$ cat config.mk
export PLATFORM = sky130hd
export DESIGN_NAME = lwm_match_array
export DESIGN_NICKNAME = d
export VERILOG_FILES = /design/src/lwm_pkg.sv /design/src/lwm_cell.sv /design/src/lwm_match_array.sv
export SDC_FILE = /design/constraint.sdc
export NUM_CORES = 1
export LEC_CHECK = 0
export BUFFER_PORTS_ARGS = -buffer_cell sky130_fd_sc_hd__buf_2
export CAP_MARGIN = 10
export CORE_AREA = 2 2 192 194
export CTS_CLUSTER_DIAMETER = 200
export DETAILED_ROUTE_END_ITERATION = 10
export DIE_AREA = 0 0 194 196
export PLACE_DENSITY = 0.63
export SYNTH_ARGS = -nofsm -noshare
export SYNTH_HDL_FRONTEND = slang
export SYNTH_SLANG_ARGS = --single-unit
$ cat constraint.sdc
create_clock -name aclk -period 2.24 [get_ports aclk]
set_clock_uncertainty 0.15 [all_clocks]
set_input_delay 0.336 -clock aclk [delete_from_list [all_inputs] [get_ports aclk]]
set_output_delay 0.336 -clock aclk [all_outputs]
set_load 0.01 [all_outputs]
$ cat src/lwm_pkg.sv
// Package for the LZSS window match encoder.
// Holds the state encoding, register indexes, port widths and the array control struct.
// No dependencies.
`default_nettype none

package lwm_pkg;

    localparam int BYTE_W   = 8;
    localparam int OFFSET_W = 11;
    localparam int LENGTH_W = 6;
    localparam int CFG_IDX_W  = 2;
    localparam int CFG_DATA_W = 11;

    localparam logic [CFG_IDX_W-1:0] CFG_SRCH_LIMIT     = 2'd0;
    localparam logic [CFG_IDX_W-1:0] CFG_LOOKAHEAD_SIZE = 2'd1;
    localparam logic [CFG_IDX_W-1:0] CFG_MIN_MATCH      = 2'd2;

    localparam logic [OFFSET_W-1:0] RST_SRCH_LIMIT     = 11'd1024;
    localparam logic [LENGTH_W-1:0] RST_LOOKAHEAD_SIZE = 6'd32;
    localparam logic [LENGTH_W-1:0] RST_MIN_MATCH      = 6'd3;

    typedef enum logic [2:0] {
        ST_IDLE,
        ST_SETUP,
        ST_LOAD,
        ST_SCAN,
        ST_DRAIN,
        ST_DECIDE
    } lwm_state_t;

    typedef struct packed {
        logic load;
        logic step;
    } lwm_arr_ctrl_t;

endpackage

`default_nettype wire

$ cat src/lwm_cell.sv
// One match cell: holds one pattern byte and extends the run length handed on by its neighbor.
// Depends on lwm_pkg.
`default_nettype none

module lwm_cell import lwm_pkg::*; #(
    parameter int IDX = 0,
    parameter int RW  = 6
) (
    input  wire logic          aclk,
    input  wire lwm_arr_ctrl_t ctrl,
    input  wire logic          en,
    input  wire logic [7:0]    stream_byte,
    input  wire logic [7:0]    pat_in,
    output logic      [7:0]    pat_out,
    input  wire logic [RW-1:0] run_in,
    output logic      [RW-1:0] run_out
);

    logic [7:0]    pat_reg;
    logic [RW-1:0] run_reg;
    logic [RW-1:0] run_next;

    always_comb begin
        if (en && run_in == RW'(IDX) && stream_byte == pat_reg) begin
            run_next = RW'(IDX + 1);
        end else begin
            run_next = run_in;
        end
    end

    always_ff @(posedge aclk) begin
        if (ctrl.load) begin
            pat_reg <= pat_in;
        end
        if (ctrl.step) begin
            run_reg <= run_next;
        end
    end

    assign pat_out = pat_reg;
    assign run_out = run_reg;

endmodule

`default_nettype wire

$ cat src/lwm_match_array.sv
// Row of match cells: pattern bytes shift in from the far end, run lengths travel toward it.
// Depends on lwm_pkg and lwm_cell.
`default_nettype none

module lwm_match_array import lwm_pkg::*; #(
    parameter int LOOKAHEAD = 32,
    parameter int RW        = 6
) (
    input  wire logic          aclk,
    input  wire lwm_arr_ctrl_t ctrl,
    input  wire logic [RW-1:0] lim,
    input  wire logic [7:0]    data_in,
    output logic      [RW-1:0] run_len,
    output logic      [7:0]    head_byte
);

    logic [7:0]    pat_w [LOOKAHEAD+1];
    logic [RW-1:0] run_w [LOOKAHEAD+1];

    assign pat_w[LOOKAHEAD] = data_in;
    assign run_w[0]         = '0;

    for (genvar j = 0; j < LOOKAHEAD; j++) begin : g_cell
        logic lane_en;
        assign lane_en = RW'(j) < lim;
        lwm_cell #(
            .IDX (j),
            .RW  (RW)
        ) u_cell (
            .aclk        (aclk),
            .ctrl        (ctrl),
            .en          (lane_en),
            .stream_byte (data_in),
            .pat_in      (pat_w[j+1]),
            .pat_out     (pat_w[j]),
            .run_in      (run_w[j]),
            .run_out     (run_w[j+1])
        );
    end

    assign run_len   = run_w[LOOKAHEAD];
    assign head_byte = pat_w[0];

endmodule

`default_nettype wire

==> results.toml <==
[status]
outcome = "complete, no violations"

[timing]
setup_viol = 0
fin_crit_ns = 2.04
final-hold-violation-count = 0
rsz0062_at_grt = "no"
maxSlewHeadroom_pct = 60.7
slew_violations = 0
tightest_slew_ns = 0.584
min_period_over_period_pct = 91.1
setup_slack_ns = 0.200
max_freq_ghz = 0.490

[detailed_routing]
ant_nets = 0
drtPass1Iterations = 5
wl_microns = 32800
viasPerCell = 5.29
post-route-drc-count = 0
vias = 8058
first_iter_violations = 621
wl_per_cell_microns = 21.5

[logic_synthesis]
netlist_area_sq_mm = 0.0160
netlist_instances = 997
ys_ff_latch = 391
synth_area_per_cell_sq_um = 16.0
seq_area_frac_synth_pct = 73.4
ys_async_sr_fraction_pct = 0
ys.flop_type = "edfxtp_1"
synth_edf_count = 391
synth_nets = 1014
yosysWarnings = 0
synth_cell_type_count = 45

[worst_setup_path]
arrival_ns = 2.16
rr_startpoint = "g_cell[31].u_cell.pat_out[7]"
start_kind = "flip-flop"
r2r-end = "g_cell[31].u_cell.run_out[3]"
r2r_slack_ns = 0.20
worst_setup_path_end_kind = "flip-flop"
required_ns = 2.36
crit_type = "flip-flop to flip-flop"
r2r_cells = 4
critPathMaxFanout = 6

[layout]
syn2layout_area_growth_pct = 13.4
drive_gt1_share_pct = 14.7
layoutNonFillerInstCount = 1522
nets = 1044
antenna_cells = 0

[global_route]
grt_pass1_vias = 8386
grt_max_degree = 62
overflow = 0
grt_usage_pct = 17.2
grt_pass1_wl_microns = 49900
antenna_found_initial = 1

[placement]
place.port_buffers = 30
post-place-cells = 1453
dp_slack_ns = -0.0247
hpwl_microns = 22000
globalplace.congestion = 0.776

[cts]
ctsHtreeMaxLevel = 2
post_cts_resize_count = 0
cts_hold_buf = 0
clk_path_buf_depth = 3
cts_buffers = 40
clk-insertion-delay-late_ns = 0.52
numClockSinks = 391
clk_pin_slew_worst_paths_ns = 0.06
cts_tree = "done"
clockRootBuffer = "clkbuf_16"
cts_setup_buffers = 0

[floorplan]
coreArea_sq_mm = 0.0361
die_w_microns = 194
start_util_pct = 44.3
die_height_microns = 196
ios = 31
dieArea_sq_mm = 0.0380
row_count = 70

[pwr]
leakage_nw = 6.25
p_int_w = 0.0125
p_seq_share_pct = 54.9
finalPower_w = 0.0160
pwr-share-clk_pct = 38.6
switching_share_pct = 21.8
power.switching_w = 0.00349
power_density_mw_per_mm2 = 883
max-vdd-ir-drop_uv = 530
p_comb_share_pct = 6.4

[worst_hold_path]
hp-start = "data_in[5]"
min_path_cells = 1
min_to = "g_cell[31].u_cell.pat_out[5]"
hp-class = "primary input to flip-flop"

[flow_run]
maxCapViolCount = 0
per-stage QoR:
stage          instance area [sq um]  utilization, %  TNS [ns]  hold WS [ns]
2_1_floorplan                  16000               -         0         0.285
3_3_place_gp                   17000            47.0   -0.0120         0.275
3_5_place_dp                   17000            47.0   -0.0739         0.276
4_1_cts                        18100            50.3         0        0.0278
5_1_grt                        18100            50.3         0        0.0365
6_report                       18100            50.3         0        0.0498
placed cells by master (no fill, tap or decap), types with 4 or more instances in the layout:
master and instances:
buf_12 15, nor3_1 17, buf_4 52, xor2_1 145
edfxtp_1 391, clkbuf_1 6, and2_1 23, nand2_1 10
clkbuf_16 41, a41o_1 12, nor4_1 33, inv_1 10
or4_1 4, nand3_1 10, nand4_1 35, buf_2 28
o21ai_0 6, clkinv_1 12, nor2_1 14, nand2b_1 7
xnor2_1 108, nand4b_1 10, clkinv_2 7, a21oi_1 4
or2_2 4, nor2b_1 13
logic make-up (layout without fill, tap and decap cells):
kind of cell           count (synthesis)  after routing  share of synthesized area [%]
flip-flops                           391            391                           73.4
AO/OA/AOI/OAI                         41             41                           2.10
AND/OR/NAND/NOR                      193            193                           7.37
XOR/XNOR                             253            253                           13.9
buffers and inverters                119            176                           3.29
critical path, cell delays in order, from the launching register on:
cell and delay (ns):
edfxtp_1 0.40, xor2_1 0.16, nor4_1 0.55, nand4_1 0.28
and2_1 0.24
how the worst max path moves through the flow:
stage	depth (start not counted)	from	end	slack, ns
after floorplan	6	data_in[7]	g_cell[19].u_cell.run_out[0]	0.25
after global routing	4	g_cell[31].u_cell.pat_out[7]	g_cell[31].u_cell.run_out[3]	0.08
after CTS	4	g_cell[9].u_cell.pat_out[0]	g_cell[9].u_cell.run_out[0]	0.22
after detailed placement	6	data_in[0]	g_cell[31].u_cell.run_out[3]	-0.02
after global placement	7	data_in[6]	g_cell[3].u_cell.run_out[1]	-0.01
final	4	g_cell[31].u_cell.pat_out[7]	g_cell[31].u_cell.run_out[3]	0.20
power by group through the flow:
stage | combinational (W) | sequential, W | clock (W)
2_1_floorplan | 0.000597 | 0.00886 | 0
3_3_place_gp | 0.00103 | 0.00894 | 0
3_5_place_dp | 0.00104 | 0.00895 | 0
4_1_cts | 0.00105 | 0.00880 | 0.00634
5_1_grt | 0.00112 | 0.00885 | 0.00656
6_report | 0.00103 | 0.00880 | 0.00619
registers in the layout, indices dropped and copies added (netlist names):
| register | cells |
|---|---|
| g_cell.u_cell.pat_out | 256 |
| g_cell.u_cell.run_out | 135 |
synth_stat cells (4+ instances only):
cell type	count	share of area, %
clkbuf_1	75	1.8
nand4b_1	10	0.55
nand3_1	10	0.31
nand2_1	10	0.23
buf_6	4	0.28
buf_2	25	0.78
nor4_1	33	1.3
a41o_1	12	0.75
nor2b_1	13	0.51
edfxtp_1	391	73
xnor2_1	108	5.9
a21oi_1	4	0.13
and2_1	23	0.90
or2_2	4	0.16
nand2b_1	7	0.27
nor3_1	17	0.53
o21ai_0	6	0.19
nor2_1	14	0.33
or4_1	4	0.19
xor2_1	145	7.9
nand4_1	35	1.4
buf_4	5	0.23
inv_1	10	0.23
final cells by class:
| cell class | count | area (sq um) |
|---|---|---|
| tap | 468 | 586 |
| multi-input combinational | 487 | 3730 |
| timing repair buffer | 97 | 857 |
| clock buffer | 47 | 1050 |
| fill | 2996 | 17900 |
| sequential | 391 | 11700 |
| clock inverter | 22 | 148 |
| inverter | 10 | 37.5 |
layer usage:
metal | GRT usage [%] | share of wire, % | vias up
met4 | 3.70 | 1.6 | 0
met2 | 28.1 | 48 | 177
met3 | 2.85 | 4.4 | 52
met1 | 24.4 | 46 | 4143
met5 | 0 | 0 | -
li1 | - | - | 3686
No activity file was read; power rests on OpenSTA's default activity.
